==> src/nddi_pkg.sv <==
// ----------------------------------------------------------------------------
// nddi_pkg
// Shared widths, codes and operand bundles of the divided-difference block.
// ----------------------------------------------------------------------------
package nddi_pkg;

   localparam int MAX_NODES = 32;
   localparam int IDX_W     = $clog2(MAX_NODES);
   localparam int CNT_W     = ($clog2(MAX_NODES + 1) > 6) ? $clog2(MAX_NODES + 1) : 6;

   localparam int DATA_W = 32;
   localparam int COEF_W = 46;
   localparam int DVD_W  = 64;
   localparam int DSR_W  = 33;
   localparam int MB_W   = 33;
   localparam int PROD_W = COEF_W + 1 + MB_W;

   localparam logic signed [COEF_W-1:0] C_MAX = {1'b0, {(COEF_W-1){1'b1}}};
   localparam logic signed [COEF_W-1:0] C_MIN = {1'b1, {(COEF_W-1){1'b0}}};

   localparam logic CMD_LOAD = 1'b0;
   localparam logic CMD_EVAL = 1'b1;

   localparam logic [1:0] CSR_NODE_START = 2'd0;
   localparam logic [1:0] CSR_NODE_END   = 2'd1;
   localparam logic [1:0] CSR_NODE_COUNT = 2'd2;

   typedef enum logic [1:0] {
      ST_STORED = 2'd0,
      ST_BUILT  = 2'd1,
      ST_VALUE  = 2'd2,
      ST_ERROR  = 2'd3
   } status_type;

   typedef struct packed {
      logic                    start;
      logic signed [DVD_W-1:0] dividend;
      logic signed [DSR_W-1:0] divisor;
   } div_req_type;

   typedef struct packed {
      logic                    done;
      logic signed [DVD_W-1:0] quotient;
   } div_rsp_type;

   typedef struct packed {
      logic                     start;
      logic signed [COEF_W-1:0] a;
      logic signed [MB_W-1:0]   b;
   } mul_req_type;

   typedef struct packed {
      logic                     done;
      logic                     sat;
      logic signed [COEF_W-1:0] product;
   } mul_rsp_type;

endpackage

==> src/nddi_div.sv <==
// ----------------------------------------------------------------------------
// nddi_div
// Signed restoring divider, one quotient bit per cycle, truncates toward zero.
// ----------------------------------------------------------------------------
module nddi_div (
   input  logic                 clock,
   input  logic                 reset,
   input  nddi_pkg::div_req_type req,
   output nddi_pkg::div_rsp_type rsp
);

   localparam int DVD_W = nddi_pkg::DVD_W;
   localparam int DSR_W = nddi_pkg::DSR_W;
   localparam int CW    = $clog2(DVD_W);

   logic             run_ff;
   logic             done_ff;
   logic [CW-1:0]    cnt_ff;
   logic [DVD_W-1:0] dvd_ff;
   logic [DSR_W-1:0] dsr_ff;
   logic [DSR_W-1:0] rem_ff;
   logic             neg_ff;

   logic [DSR_W:0]   rem_sh;
   logic [DSR_W+1:0] diff;
   logic             qbit;
   logic [DSR_W-1:0] rem_in;

   assign rem_sh = {rem_ff, dvd_ff[DVD_W-1]};
   assign diff   = {1'b0, rem_sh} - {2'b00, dsr_ff};
   assign qbit   = ~diff[DSR_W+1];
   assign rem_in = qbit ? diff[DSR_W-1:0] : rem_sh[DSR_W-1:0];

   always_ff @(posedge clock) begin
      if (reset) begin
         run_ff  <= 1'b0;
         done_ff <= 1'b0;
         cnt_ff  <= '0;
      end else begin
         done_ff <= 1'b0;
         if (req.start) begin
            run_ff <= 1'b1;
            cnt_ff <= '0;
         end else if (run_ff) begin
            cnt_ff <= cnt_ff + CW'(1);
            if (cnt_ff == CW'(DVD_W - 1)) begin
               run_ff  <= 1'b0;
               done_ff <= 1'b1;
            end
         end
      end
   end

   always_ff @(posedge clock) begin
      if (req.start) begin
         dvd_ff <= req.dividend[DVD_W-1] ? (~req.dividend + DVD_W'(1)) : req.dividend;
         dsr_ff <= req.divisor[DSR_W-1] ? (~req.divisor + DSR_W'(1)) : req.divisor;
         rem_ff <= '0;
         neg_ff <= req.dividend[DVD_W-1] ^ req.divisor[DSR_W-1];
      end else if (run_ff) begin
         rem_ff <= rem_in;
         dvd_ff <= {dvd_ff[DVD_W-2:0], qbit};
      end
   end

   assign rsp.done     = done_ff;
   assign rsp.quotient = neg_ff ? (~dvd_ff + DVD_W'(1)) : dvd_ff;

endmodule

==> src/nddi_mul.sv <==
// ----------------------------------------------------------------------------
// nddi_mul
// Shift-add Q30.16 by Q17.16 multiplier, one multiplier bit per cycle, clipped result.
// ----------------------------------------------------------------------------
module nddi_mul (
   input  logic                 clock,
   input  logic                 reset,
   input  nddi_pkg::mul_req_type req,
   output nddi_pkg::mul_rsp_type rsp
);

   localparam int COEF_W = nddi_pkg::COEF_W;
   localparam int MB_W   = nddi_pkg::MB_W;
   localparam int HW     = COEF_W + 1;
   localparam int PW     = nddi_pkg::PROD_W;
   localparam int CW     = $clog2(MB_W);

   logic              run_ff;
   logic              done_ff;
   logic [CW-1:0]     cnt_ff;
   logic [COEF_W-1:0] ma_ff;
   logic [HW-1:0]     hi_ff;
   logic [MB_W-1:0]   lo_ff;
   logic              neg_ff;

   logic [HW-1:0]     sum;
   logic [PW-1:0]     prod;
   logic              ovf;
   logic [COEF_W-1:0] mag;

   assign sum  = lo_ff[0] ? (hi_ff + {1'b0, ma_ff}) : hi_ff;
   assign prod = {hi_ff, lo_ff};
   assign ovf  = |prod[PW-1:COEF_W+15];
   assign mag  = {1'b0, prod[COEF_W+14:16]};

   always_ff @(posedge clock) begin
      if (reset) begin
         run_ff  <= 1'b0;
         done_ff <= 1'b0;
         cnt_ff  <= '0;
      end else begin
         done_ff <= 1'b0;
         if (req.start) begin
            run_ff <= 1'b1;
            cnt_ff <= '0;
         end else if (run_ff) begin
            cnt_ff <= cnt_ff + CW'(1);
            if (cnt_ff == CW'(MB_W - 1)) begin
               run_ff  <= 1'b0;
               done_ff <= 1'b1;
            end
         end
      end
   end

   always_ff @(posedge clock) begin
      if (req.start) begin
         ma_ff  <= req.a[COEF_W-1] ? (~req.a + COEF_W'(1)) : req.a;
         lo_ff  <= req.b[MB_W-1] ? (~req.b + MB_W'(1)) : req.b;
         hi_ff  <= '0;
         neg_ff <= req.a[COEF_W-1] ^ req.b[MB_W-1];
      end else if (run_ff) begin
         hi_ff <= {1'b0, sum[HW-1:1]};
         lo_ff <= {sum[0], lo_ff[MB_W-1:1]};
      end
   end

   assign rsp.done    = done_ff;
   assign rsp.sat     = ovf;
   assign rsp.product = ovf ? (neg_ff ? nddi_pkg::C_MIN : nddi_pkg::C_MAX)
                            : (neg_ff ? (~mag + COEF_W'(1)) : mag);

endmodule

==> src/newton_divided_difference_interp.sv <==
// ----------------------------------------------------------------------------
// newton_divided_difference_interp
// Newton divided-difference interpolation over equispaced Q16.16 nodes.
// ----------------------------------------------------------------------------
// Issue a request with start while busy is low; every request returns exactly
// one result on rsp_valid, a single-cycle strobe that the receiver must take.
// A load that does not complete a node set and an evaluate before a build
// answer in the cycle after acceptance. The load that completes the set runs
// the build: a step division, placement of the n nodes and n(n-1)/2 divided
// differences on the shared serial divider; a zero step ends it with an error.
// An evaluate runs n-1 multiply-add steps on the serial multiplier.
// ----------------------------------------------------------------------------
module newton_divided_difference_interp (
   input  logic        clock,
   input  logic        reset,
   input  logic        start,
   output logic        busy,
   input  logic        req_cmd,
   input  logic [31:0] req_sample_value,
   input  logic [31:0] req_eval_point,
   output logic        rsp_valid,
   output logic [31:0] rsp_result_value,
   output logic [1:0]  rsp_status,
   output logic        rsp_saturated,
   input  logic        csr_we,
   input  logic [1:0]  csr_index,
   input  logic [31:0] csr_wdata
);

   localparam int MAX_NODES = nddi_pkg::MAX_NODES;
   localparam int IDX_W     = nddi_pkg::IDX_W;
   localparam int CNT_W     = nddi_pkg::CNT_W;
   localparam int COEF_W    = nddi_pkg::COEF_W;
   localparam int DSR_W     = nddi_pkg::DSR_W;
   localparam int DVD_W     = nddi_pkg::DVD_W;

   typedef enum logic [3:0] {
      S_IDLE, S_STEP, S_FILL, S_B_RD0, S_B_RD1, S_B_RD2, S_B_DIV,
      S_EV_TOP, S_EV_TOP2, S_EV_RD, S_EV_CAP, S_EV_MUL, S_EV_FIN
   } state_type;

   state_type         state_ff;
   logic [31:0]       node_start_ff;
   logic [31:0]       node_end_ff;
   logic [5:0]        node_count_ff;
   logic [CNT_W-1:0]  li_ff;
   logic              built_ff;
   logic [CNT_W-1:0]  nused_ff;
   logic [CNT_W-1:0]  i_ff;
   logic [CNT_W-1:0]  j_ff;
   logic [COEF_W-1:0] cj_ff;
   logic [31:0]       xj_ff;
   logic [COEF_W-1:0] v_ff;
   logic [31:0]       p_ff;
   logic              sat_ff;
   logic [DSR_W-1:0]  step_ff;
   logic [33:0]       nacc_ff;
   logic              rsp_valid_ff;
   logic [31:0]       rsp_value_ff;
   logic [1:0]        rsp_status_ff;
   logic              rsp_sat_ff;

   logic [COEF_W-1:0] coef_mem [MAX_NODES];
   logic [31:0]       node_mem [MAX_NODES];
   logic [COEF_W-1:0] coef_rd_ff;
   logic [31:0]       node_rd_ff;

   logic              coef_we;
   logic [IDX_W-1:0]  coef_waddr;
   logic [COEF_W-1:0] coef_wdata;
   logic [IDX_W-1:0]  coef_raddr;
   logic              node_we;
   logic [IDX_W-1:0]  node_waddr;
   logic [IDX_W-1:0]  node_raddr;

   nddi_pkg::div_req_type div_req;
   nddi_pkg::div_rsp_type div_rsp;
   nddi_pkg::mul_req_type mul_req;
   nddi_pkg::mul_rsp_type mul_rsp;

   logic              accept;
   logic [CNT_W-1:0]  nc;
   logic [CNT_W-1:0]  n_eff;
   logic [CNT_W-1:0]  li_base;
   logic [CNT_W-1:0]  li_wr;
   logic [CNT_W-1:0]  li_inc;
   logic              fire_build;
   logic [32:0]       span;
   logic [CNT_W-1:0]  j_m1;
   logic [CNT_W-1:0]  j_mi;
   logic [46:0]       cdiff;
   logic [COEF_W-1:0] q_clip;
   logic              q_sat;
   logic [46:0]       hsum;
   logic [COEF_W-1:0] h_clip;
   logic              h_sat;
   logic [31:0]       f_clip;
   logic              f_sat;

   assign accept = start & ~busy;
   assign busy   = (state_ff != S_IDLE);

   assign nc    = CNT_W'(node_count_ff);
   assign n_eff = (nc < CNT_W'(2)) ? CNT_W'(2) :
                  (nc > CNT_W'(MAX_NODES)) ? CNT_W'(MAX_NODES) : nc;

   assign li_base    = built_ff ? '0 : li_ff;
   assign li_wr      = (li_base >= CNT_W'(MAX_NODES)) ? '0 : li_base;
   assign li_inc     = li_wr + CNT_W'(1);
   assign fire_build = (li_inc >= n_eff);

   assign span = {node_end_ff[31], node_end_ff} - {node_start_ff[31], node_start_ff};
   assign j_m1 = j_ff - CNT_W'(1);
   assign j_mi = j_ff - i_ff;

   assign cdiff  = {cj_ff[COEF_W-1], cj_ff} - {coef_rd_ff[COEF_W-1], coef_rd_ff};
   assign q_sat  = ~((&div_rsp.quotient[DVD_W-1:COEF_W-1]) |
                     ~(|div_rsp.quotient[DVD_W-1:COEF_W-1]));
   assign q_clip = q_sat ? (div_rsp.quotient[DVD_W-1] ? nddi_pkg::C_MIN : nddi_pkg::C_MAX)
                         : div_rsp.quotient[COEF_W-1:0];

   assign hsum   = {mul_rsp.product[COEF_W-1], mul_rsp.product} + {cj_ff[COEF_W-1], cj_ff};
   assign h_sat  = hsum[46] ^ hsum[45];
   assign h_clip = h_sat ? (hsum[46] ? nddi_pkg::C_MIN : nddi_pkg::C_MAX) : hsum[COEF_W-1:0];

   assign f_sat  = ~((&v_ff[COEF_W-1:31]) | ~(|v_ff[COEF_W-1:31]));
   assign f_clip = f_sat ? (v_ff[COEF_W-1] ? 32'h8000_0000 : 32'h7FFF_FFFF) : v_ff[31:0];

   always_comb begin
      div_req.start    = 1'b0;
      div_req.dividend = {{(DVD_W-33){span[32]}}, span};
      div_req.divisor  = DSR_W'(n_eff - CNT_W'(1));
      mul_req.start    = (state_ff == S_EV_CAP);
      mul_req.a        = v_ff;
      mul_req.b        = {p_ff[31], p_ff} - {node_rd_ff[31], node_rd_ff};
      if (state_ff == S_B_RD2) begin
         div_req.start    = 1'b1;
         div_req.dividend = {cdiff[46], cdiff, 16'h0000};
         div_req.divisor  = {xj_ff[31], xj_ff} - {node_rd_ff[31], node_rd_ff};
      end else if (accept && req_cmd == nddi_pkg::CMD_LOAD && fire_build) begin
         div_req.start = 1'b1;
      end
   end

   always_comb begin
      coef_we    = 1'b0;
      coef_waddr = li_wr[IDX_W-1:0];
      coef_wdata = {{(COEF_W-32){req_sample_value[31]}}, req_sample_value};
      coef_raddr = j_ff[IDX_W-1:0];
      node_we    = (state_ff == S_FILL);
      node_waddr = j_ff[IDX_W-1:0];
      node_raddr = j_ff[IDX_W-1:0];
      if (state_ff == S_IDLE) begin
         coef_we = accept && (req_cmd == nddi_pkg::CMD_LOAD);
      end else if (state_ff == S_B_DIV) begin
         coef_we    = div_rsp.done;
         coef_waddr = j_ff[IDX_W-1:0];
         coef_wdata = q_clip;
      end
      if (state_ff == S_B_RD1) begin
         coef_raddr = j_m1[IDX_W-1:0];
         node_raddr = j_mi[IDX_W-1:0];
      end
   end

   always_ff @(posedge clock) begin
      if (coef_we) begin
         coef_mem[coef_waddr] <= coef_wdata;
      end
      coef_rd_ff <= coef_mem[coef_raddr];
   end

   always_ff @(posedge clock) begin
      if (node_we) begin
         node_mem[node_waddr] <= nacc_ff[31:0];
      end
      node_rd_ff <= node_mem[node_raddr];
   end

   always_ff @(posedge clock) begin
      if (reset) begin
         node_start_ff <= 32'h0000_0000;
         node_end_ff   <= 32'h0001_0000;
         node_count_ff <= 6'd2;
      end else if (csr_we) begin
         unique case (csr_index)
            nddi_pkg::CSR_NODE_START: node_start_ff <= csr_wdata;
            nddi_pkg::CSR_NODE_END:   node_end_ff   <= csr_wdata;
            nddi_pkg::CSR_NODE_COUNT: node_count_ff <= csr_wdata[5:0];
            default: ;
         endcase
      end
   end

   always_ff @(posedge clock) begin
      if (reset) begin
         state_ff     <= S_IDLE;
         li_ff        <= '0;
         built_ff     <= 1'b0;
         rsp_valid_ff <= 1'b0;
      end else begin
         rsp_valid_ff <= 1'b0;
         unique case (state_ff)
            S_IDLE: begin
               if (accept) begin
                  sat_ff <= 1'b0;
                  if (req_cmd == nddi_pkg::CMD_LOAD) begin
                     built_ff <= 1'b0;
                     if (fire_build) begin
                        li_ff    <= '0;
                        nused_ff <= n_eff;
                        state_ff <= S_STEP;
                     end else begin
                        li_ff         <= li_inc;
                        rsp_valid_ff  <= 1'b1;
                        rsp_value_ff  <= '0;
                        rsp_status_ff <= nddi_pkg::ST_STORED;
                        rsp_sat_ff    <= 1'b0;
                     end
                  end else if (!built_ff) begin
                     rsp_valid_ff  <= 1'b1;
                     rsp_value_ff  <= '0;
                     rsp_status_ff <= nddi_pkg::ST_ERROR;
                     rsp_sat_ff    <= 1'b0;
                  end else begin
                     p_ff     <= req_eval_point;
                     j_ff     <= nused_ff - CNT_W'(1);
                     state_ff <= S_EV_TOP;
                  end
               end
            end
            S_STEP: begin
               if (div_rsp.done) begin
                  step_ff <= div_rsp.quotient[DSR_W-1:0];
                  nacc_ff <= {{2{node_start_ff[31]}}, node_start_ff};
                  j_ff    <= '0;
                  if (div_rsp.quotient[DSR_W-1:0] == '0) begin
                     rsp_valid_ff  <= 1'b1;
                     rsp_value_ff  <= '0;
                     rsp_status_ff <= nddi_pkg::ST_ERROR;
                     rsp_sat_ff    <= 1'b0;
                     state_ff      <= S_IDLE;
                  end else begin
                     state_ff <= S_FILL;
                  end
               end
            end
            S_FILL: begin
               nacc_ff <= nacc_ff + {step_ff[DSR_W-1], step_ff};
               if (j_ff == nused_ff - CNT_W'(1)) begin
                  i_ff     <= CNT_W'(1);
                  state_ff <= S_B_RD0;
               end else begin
                  j_ff <= j_ff + CNT_W'(1);
               end
            end
            S_B_RD0: state_ff <= S_B_RD1;
            S_B_RD1: begin
               cj_ff    <= coef_rd_ff;
               xj_ff    <= node_rd_ff;
               state_ff <= S_B_RD2;
            end
            S_B_RD2: state_ff <= S_B_DIV;
            S_B_DIV: begin
               if (div_rsp.done) begin
                  sat_ff <= sat_ff | q_sat;
                  if (j_ff == i_ff) begin
                     if (i_ff == nused_ff - CNT_W'(1)) begin
                        built_ff      <= 1'b1;
                        rsp_valid_ff  <= 1'b1;
                        rsp_value_ff  <= '0;
                        rsp_status_ff <= nddi_pkg::ST_BUILT;
                        rsp_sat_ff    <= sat_ff | q_sat;
                        state_ff      <= S_IDLE;
                     end else begin
                        i_ff     <= i_ff + CNT_W'(1);
                        j_ff     <= nused_ff - CNT_W'(1);
                        state_ff <= S_B_RD0;
                     end
                  end else begin
                     j_ff     <= j_m1;
                     state_ff <= S_B_RD0;
                  end
               end
            end
            S_EV_TOP: state_ff <= S_EV_TOP2;
            S_EV_TOP2: begin
               v_ff     <= coef_rd_ff;
               j_ff     <= j_m1;
               state_ff <= S_EV_RD;
            end
            S_EV_RD: state_ff <= S_EV_CAP;
            S_EV_CAP: begin
               cj_ff    <= coef_rd_ff;
               state_ff <= S_EV_MUL;
            end
            S_EV_MUL: begin
               if (mul_rsp.done) begin
                  v_ff   <= h_clip;
                  sat_ff <= sat_ff | mul_rsp.sat | h_sat;
                  if (j_ff == '0) begin
                     state_ff <= S_EV_FIN;
                  end else begin
                     j_ff     <= j_m1;
                     state_ff <= S_EV_RD;
                  end
               end
            end
            S_EV_FIN: begin
               rsp_valid_ff  <= 1'b1;
               rsp_value_ff  <= f_clip;
               rsp_status_ff <= nddi_pkg::ST_VALUE;
               rsp_sat_ff    <= sat_ff | f_sat;
               state_ff      <= S_IDLE;
            end
            default: state_ff <= S_IDLE;
         endcase
      end
   end

   nddi_div u_div (
      .clock (clock),
      .reset (reset),
      .req   (div_req),
      .rsp   (div_rsp)
   );

   nddi_mul u_mul (
      .clock (clock),
      .reset (reset),
      .req   (mul_req),
      .rsp   (mul_rsp)
   );

   assign rsp_valid        = rsp_valid_ff;
   assign rsp_result_value = rsp_value_ff;
   assign rsp_status       = rsp_status_ff;
   assign rsp_saturated    = rsp_sat_ff;

endmodule
==> config.mk <==
export PLATFORM = sky130hd
export DESIGN_NAME = newton_divided_difference_interp
export DESIGN_NICKNAME = d
export VERILOG_FILES = /design/src/nddi_pkg.sv /design/src/nddi_div.sv /design/src/nddi_mul.sv /design/src/newton_divided_difference_interp.sv
export SDC_FILE = /design/constraint.sdc
export NUM_CORES = 2
export LEC_CHECK = 0
export BUFFER_PORTS_ARGS = -buffer_cell sky130_fd_sc_hd__buf_2
export CAP_MARGIN = 30
export CORE_UTILIZATION = 45
export CTS_CLUSTER_DIAMETER = 30
export DETAILED_ROUTE_END_ITERATION = 8
export HOLD_SLACK_MARGIN = 0.02
export PLACE_DENSITY_LB_ADDON = 0.25
export SLEW_MARGIN = 20
export SYNTH_ARGS = -nofsm -noshare
export SYNTH_HDL_FRONTEND = slang
export SYNTH_HIERARCHICAL = 1
export SYNTH_SLANG_ARGS = --single-unit
==> constraint.sdc <==
create_clock -name clock -period 10.25 [get_ports clock]
set_input_delay 0.5125 -clock clock [delete_from_list [all_inputs] [get_ports clock]]
set_output_delay 0.5125 -clock clock [all_outputs]
set_load 0.02 [all_outputs]
# Yosys cells after proc, flatten, opt, wreduce, memory -nomap -nowiden

Memory sizes are Yosys's and may differ from the RTL's. A register that Yosys moved wholly into a read port is not among the register bits.
Index checks and enable logic that the tools add are counted.

Flip-flop bits (word level): 632
Bits in latches: 0
RAM bits: 2,496
Bits in read-only memories: 0
Bits of input ports: 103
Output and inout port bits: 37
Word-level logic and storage cells: 303
Memories kept: 2

Memories:

| memory   | words | width | read ports | clocked after Yosys merged registers in | write ports | line                                   | source |
|---|---|---|---|---|---|---|---|
| coef_mem | 32    | 46    | 1          | 1                                       | 1           | newton_divided_difference_interp.sv:63 | `logic [COEF_W-1:0] coef_mem [MAX_NODES];` |
| node_mem | 32    | 32    | 1          | 1                                       | 1           | newton_divided_difference_interp.sv:64 | `logic [31:0] node_mem [MAX_NODES];` |

$add $sub $neg: 23
Multipliers: 0
Div/mod/pow operators: 0
Magnitude comparators: 4
Equal/unequal tests: 38
Shifts and indexed selects: 0
Mux-type cells: 131
Bitwise gates (word level): 26
Reduce and logical (&&, ||, !) cells: 43

Operator list:

| operator                                                         | count |
|---|---|
| 46-bit two-way mux                                               | 10 |
| 32-bit two-way mux                                               | 12 |
| 64-bit two-way mux                                               | 4 |
| 33-bit two-way mux                                               | 4 |
| 64-bit inverter                                                  | 2 |
| 32-bit case mux with 4 select lines                              | 1 |
| 6-bit two-way mux                                                | 19 |
| 32-bit by 32-bit subtractor with 33-bit output                   | 3 |
| 97-bit two-way mux                                               | 1 |
| 46-bit by 46-bit adder with 47-bit output                        | 2 |
| 46-bit case mux with 2 select lines                              | 1 |
| 34-bit case mux with 2 select lines                              | 1 |
| 33-bit by 2-bit adder with 33-bit output (second input constant) | 2 |
| 33-bit inverter                                                  | 2 |
| 64-bit by 1-bit adder with 64-bit output (second input constant) | 1 |
| 64-bit by 2-bit adder with 64-bit output (second input constant) | 1 |
| 4-bit case mux with 12 select lines                              | 1 |
| 47-bit two-way mux                                               | 1 |
| 46-bit by 46-bit subtractor with 47-bit output                   | 1 |
| 46-bit by 1-bit adder with 46-bit output (second input constant) | 1 |
| 46-bit by 2-bit adder with 46-bit output (second input constant) | 1 |
| 45-bit inverter with 46-bit output                               | 1 |
| 46-bit inverter                                                  | 1 |
| 45-bit two-way mux                                               | 1 |
| 60 further kinds                                                 | 191 |

# Longest topological paths before layout

Depth after elaboration: 12
Gate-level depth with buffers: 24
Mapped depth without buffers: 22

# By module

Netlist, hierarchy kept.

By module, submodules not included:

| module                           | times used | cells an instance | area an instance (um^2) | sequential area each (um^2) |
|---|---|---|---|---|
| newton_divided_difference_interp | 1          | 7,154             | 123,935.1               | 86,382.8 |
| nddi_mul                         | 1          | 1,294             | 10,710.3                | 3,483.3 |
| nddi_div                         | 1          | 1,197             | 10,465.0                | 3,763.6 |

# Least setup slack after synthesis

OpenSTA, ideal clock, no wires.

Path type: register to register
Start point: register state_ff[0]
End point: register nacc_ff[0], enable pin
Setup time: 595 ps
Arrival: 6,184 ps
Required time: 9,655 ps
Setup slack: 3,471 ps
Cell stages (with the launch flop): 6
Path buffers: 1
Clock period less this slack: 6,779 ps
Path through: dfxtp_1 > clkbuf_1 > inv_1 > nor2_1 > nand2_1 > a2111oi_0

Word-level cells in the longest chain between the ends: 3
Elaborated cells on any way between the ends: 5
Those cells by class: eq/ne: 3; reduce/logical: 2

RTL lines:

| item                                                                                                 | line                                    | source |
|---|---|---|
| from (decl)                                                                                          | newton_divided_difference_interp.sv:42  | `state_type state_ff;` |
| from (signal assigned)                                                                               | newton_divided_difference_interp.sv:197 | `state_ff <= S_IDLE;` |
| from (signal assigned)                                                                               | newton_divided_difference_interp.sv:212 | `state_ff <= S_STEP;` |
| from (signal assigned)                                                                               | newton_divided_difference_interp.sv:228 | `state_ff <= S_EV_TOP;` |
| 4-bit by 1-bit == test with 1-bit output or 4-bit by 2-bit == test with 1-bit output (tied branches) | newton_divided_difference_interp.sv:203 | `unique case (state_ff)` |
| 2-bit by 1-bit inequality test with 1-bit output (no line) or 2-bit nonzero test (tied branches)     | -                                       |  |
| 3-bit AND reduction (no line) *                                                                      | -                                       |  |
| to (signal assigned)                                                                                 | newton_divided_difference_interp.sv:235 | `nacc_ff <= {{2{node_start_ff[31]}}, node_start_ff};` |
| to (signal assigned)                                                                                 | newton_divided_difference_interp.sv:249 | `nacc_ff <= nacc_ff + {step_ff[DSR_W-1], step_ff};` |
| to (decl)                                                                                            | newton_divided_difference_interp.sv:57  | `logic [33:0] nacc_ff;` |

Every way passes the cells marked *; elsewhere a longest branch is shown, timed or not.
A chain may end at the register's enable or synchronous reset.

==> results.toml <==
[run_status]
status = "finished clean"

[cts]
cts_tree = "yes"
clockBufferDepth = 4
ctsRootBufferMaster = "clkbuf_16"
clkTransAtPathRegs_ns = 0.05
htreeDepth = 6
cts.sinks = 3203
cts_made_buffers = 634
clkLatencyLatePin_ns = 1.03
cts_setup_buffers = 0

[global_routing]
grt_util_met3 = 0.0430
gr-total-overflow = 0
antenna_found_initial = 34
grt_usage = 0.259
grt_pass1_vias = 90500
grt_max_degree = 166
grt_pass1_wl_microns = 616000
top_usage_layer = "met2"
use_met1 = 0.355
grt_use_met2 = 0.418

[synth]
yosysMostFrequentCell = "edfxtp_1"
synth_area_leaders = "edfxtp_1 61%, mux4_2 11%, dfxtp_1 3.5%, ha_1 2.8%, a21oi_1 1.9%"
synth_common_cells = "2948 x edfxtp_1, 716 x mux4_2, 701 x nand2_1"
synthDominantCellAreaShare = 0.610
synth_top_area_cell = "edfxtp_1"
synth-simple-area-share = 0.0653
synth_top_family_by_area = "multiplexers"
async_flop_share = 0
syn_area_per_cell_sq_um = 15.0
synth_cell_types = 99
synth_compound_area_frac = 0.0787
yosys_register_bits = 3203
synth_seq_area_share = 0.645
synth_edf_count = 2948
synthAdderAreaFrac = 0.0302
synth_nets = 10100
synth_cells = 9645
yosysWarningCount = 6
synth_xor_area_frac = 0.0302
ys.flop_type = "edfxtp_1"
syn_area_sq_mm = 0.145
muxShareOfSynthArea = 0.130

[power]
pwr-share-clk = 0.414
p_comb_frac = 0.273
p_int_mw = 35.1
power_switching_share = 0.311
power_density_mw_per_mm2 = 290
ir_drop_mv = 0.280
pwr-share-seq = 0.313
power_switching_mw = 15.8
leakage_nw = 60.3

[cells_and_area]
finish.utilization = 0.547
finalNonFillerCells = 15100
drive_gt1_frac = 0.229
area_delta_synth_final_pct = 21.1
final_nets = 10700

[worst_setup_path]
worst_setup_path_end_kind = "register"
critical_path_class = "register to register"
crit_fanout = 34
reg2reg_depth = 19
cp.arrival_ns = 8.09
required_ns = 11.10
r2r_slack_ns = 3.01
worstReg2RegEnd = "coef_mem[5][14]"
start_kind = "register"
reg2reg_from = "u_div/dvd_ff[0]"

[sta]
setup_tns_ns = 0
finalSetupViolCount = 0
rsz0062_at_grt = "false"
slew_headroom = 0.211
hold_viol_final = 0
worst_pin_slew_ns = 1.18
fin_crit_sh = 0.707
slew_viol_final = 0
skew_ns = 0.0852
setup_slack_ns = 3.01
whs_ns = 0.0300
fin_crit_ns = 7.24
max_freq_ghz = 0.138

[die]
die_area_sq_mm = 0.325
pin_count = 140
fp.dieW_microns = 570
fp-row-count = 208
core_sq_mm = 0.321
die_height_microns = 570
initial_core_util = 0.452

[place]
port_buffers = 139
hpwl_microns = 259000
place.gp.congestion = 0.943
dp_cells = 13800
place_ws_ns = 2.85

[detailed_routing]
finalWirelength_microns = 427000
drt_pass1_iterations = 6
wire_per_inst_microns = 28.2
vias = 91000
drtAntennaViolNets = 0
remaining_drc_errors = 0
drtIter0Drc = 10100
routed_via_density = 6.01

[hold_path]
holdPathStages = 3
hold_class = "primary input to register"
worstHoldEndpoint = "coef_mem[28][13]"
worstHoldStart = "req_sample_value[13]"

[run]
cap_viol_max_count = 0
## placed cells by master, fill, tap and decap left out, types with 49 or more instances in the layout
cell type      synthesis  layout
mux4_2               716     716
edfxtp_1            2948    2948
nor4_1                54      52
a211oi_1              80      80
ha_1                 326     326
clkinv_4               0      49
nor3_1               120     113
clkbuf_1             350      76
mux2i_1              129     129
buf_2                 67     143
dlygate4sd3_1          0      73
or3_1                 86      86
a31oi_1               52      51
o211ai_1              59      59
clkbuf_16              0     638
o21ai_0              469     435
dfxtp_1              255     253
bufinv_16              0      89
nor2_1               586     514
nand2_1              701     697
nand2b_1              68      67
nand4_1               55      55
buf_4                  8     193
nor2_4                 0      68
clkinv_2               0      92
clkinvlp_4             0      60
xor2_1               208     206
nand3_1              102     101
inv_1                280     279
a21o_1               144     144
o31ai_1               97      97
xnor2_1              293     289
a21oi_1              552     548
mux2_2               126     126
clkinv_1               1      63
## repair_timing
action | in CTS | in global routing
hold endpoints to repair | 113 | 31
setup endpoints to repair | 0 | 0
resized for setup | 0 | 0
hold buffers | 68 | 5
## cells by family after synthesis
family | Yosys count
fa+ha+maj | 347
flops | 3203
compound gates | 1830
xor+xnor | 501
mux | 971
simple gates | 2035
buf+inv | 758
## registers in the layout, summed over array words and instances, names as in the netlist, 46 cells and up
name          flops
u_mul/hi_ff      46
u_div/dvd_ff     64
coef_rd_ff       46
coef_mem       1472
cj_ff            46
node_mem       1024
v_ff             46
u_mul/ma_ff      46
## worst max-delay path by stage
stage | endpoint | from
floorplan | nacc_ff[0] | state_ff[0]
global placement | coef_mem[20][29] | u_div/dvd_ff[0]
detailed placement | coef_mem[18][23] | u_div/dvd_ff[0]
CTS | coef_mem[14][23] | u_div/dvd_ff[0]
global route | coef_mem[9][14] | u_div/dvd_ff[0]
finish | coef_mem[5][14] | u_div/dvd_ff[0]
## per-stage QoR
step	cell area (sq um)	total power, mW
2_1_floorplan	145000	25.6
3_3_place_gp	152000	29.7
3_5_place_dp	152000	29.9
4_1_cts	175000	51.1
5_1_grt	176000	52.8
6_report	176000	50.9
## routing by layer
| metal | wire length, microns | vias to the layer above |
|---|---|---|
| li1 | - | 39400 |
| met1 | 175000 | 46700 |
| met2 | 202000 | 4111 |
| met3 | 34900 | 769 |
| met4 | 15200 | 20 |
| met5 | 149 | - |
## final cells by class
cell class | instances | area [sq um]
clock inverters | 446 | 5700
inverters | 282 | 1060
diodes | 17 | 42.5
clock buffers | 730 | 16500
well taps | 4305 | 5390
repair buffers | 468 | 3990
flip-flops and latches | 3203 | 93600
multi-input cells | 5684 | 49400
fillers | 25100 | 145000
## power groups by stage
stage	registers (mW)	clock network, mW	logic (mW)
after floorplan	15.9	0	9.72
after global placement	16.2	0	13.5
after detailed placement	16.2	0	13.7
after CTS	16.0	21.3	13.8
after global routing	16.0	21.9	14.9
final	15.9	21.0	13.9
## critical path, stage by stage (launching register included)
cell and delay [ns]:
edfxtp_1 0.58, inv_1 0.14, ha_1 0.17, nand2b_1 0.11, nor4_1 0.78, nand3_1 0.42
or3_1 0.53, or4_1 0.68, o31ai_1 0.34, xnor2_1 0.13, nor4_1 0.33, nand4_1 0.13
nor4_1 0.34, a31oi_2 0.06, buf_4 0.34, nand2_2 0.59, buf_16 0.24, o21ai_0 0.13
o21ai_1 0.65, buf_4 0.35
Power figures use the tool's default switching activity.
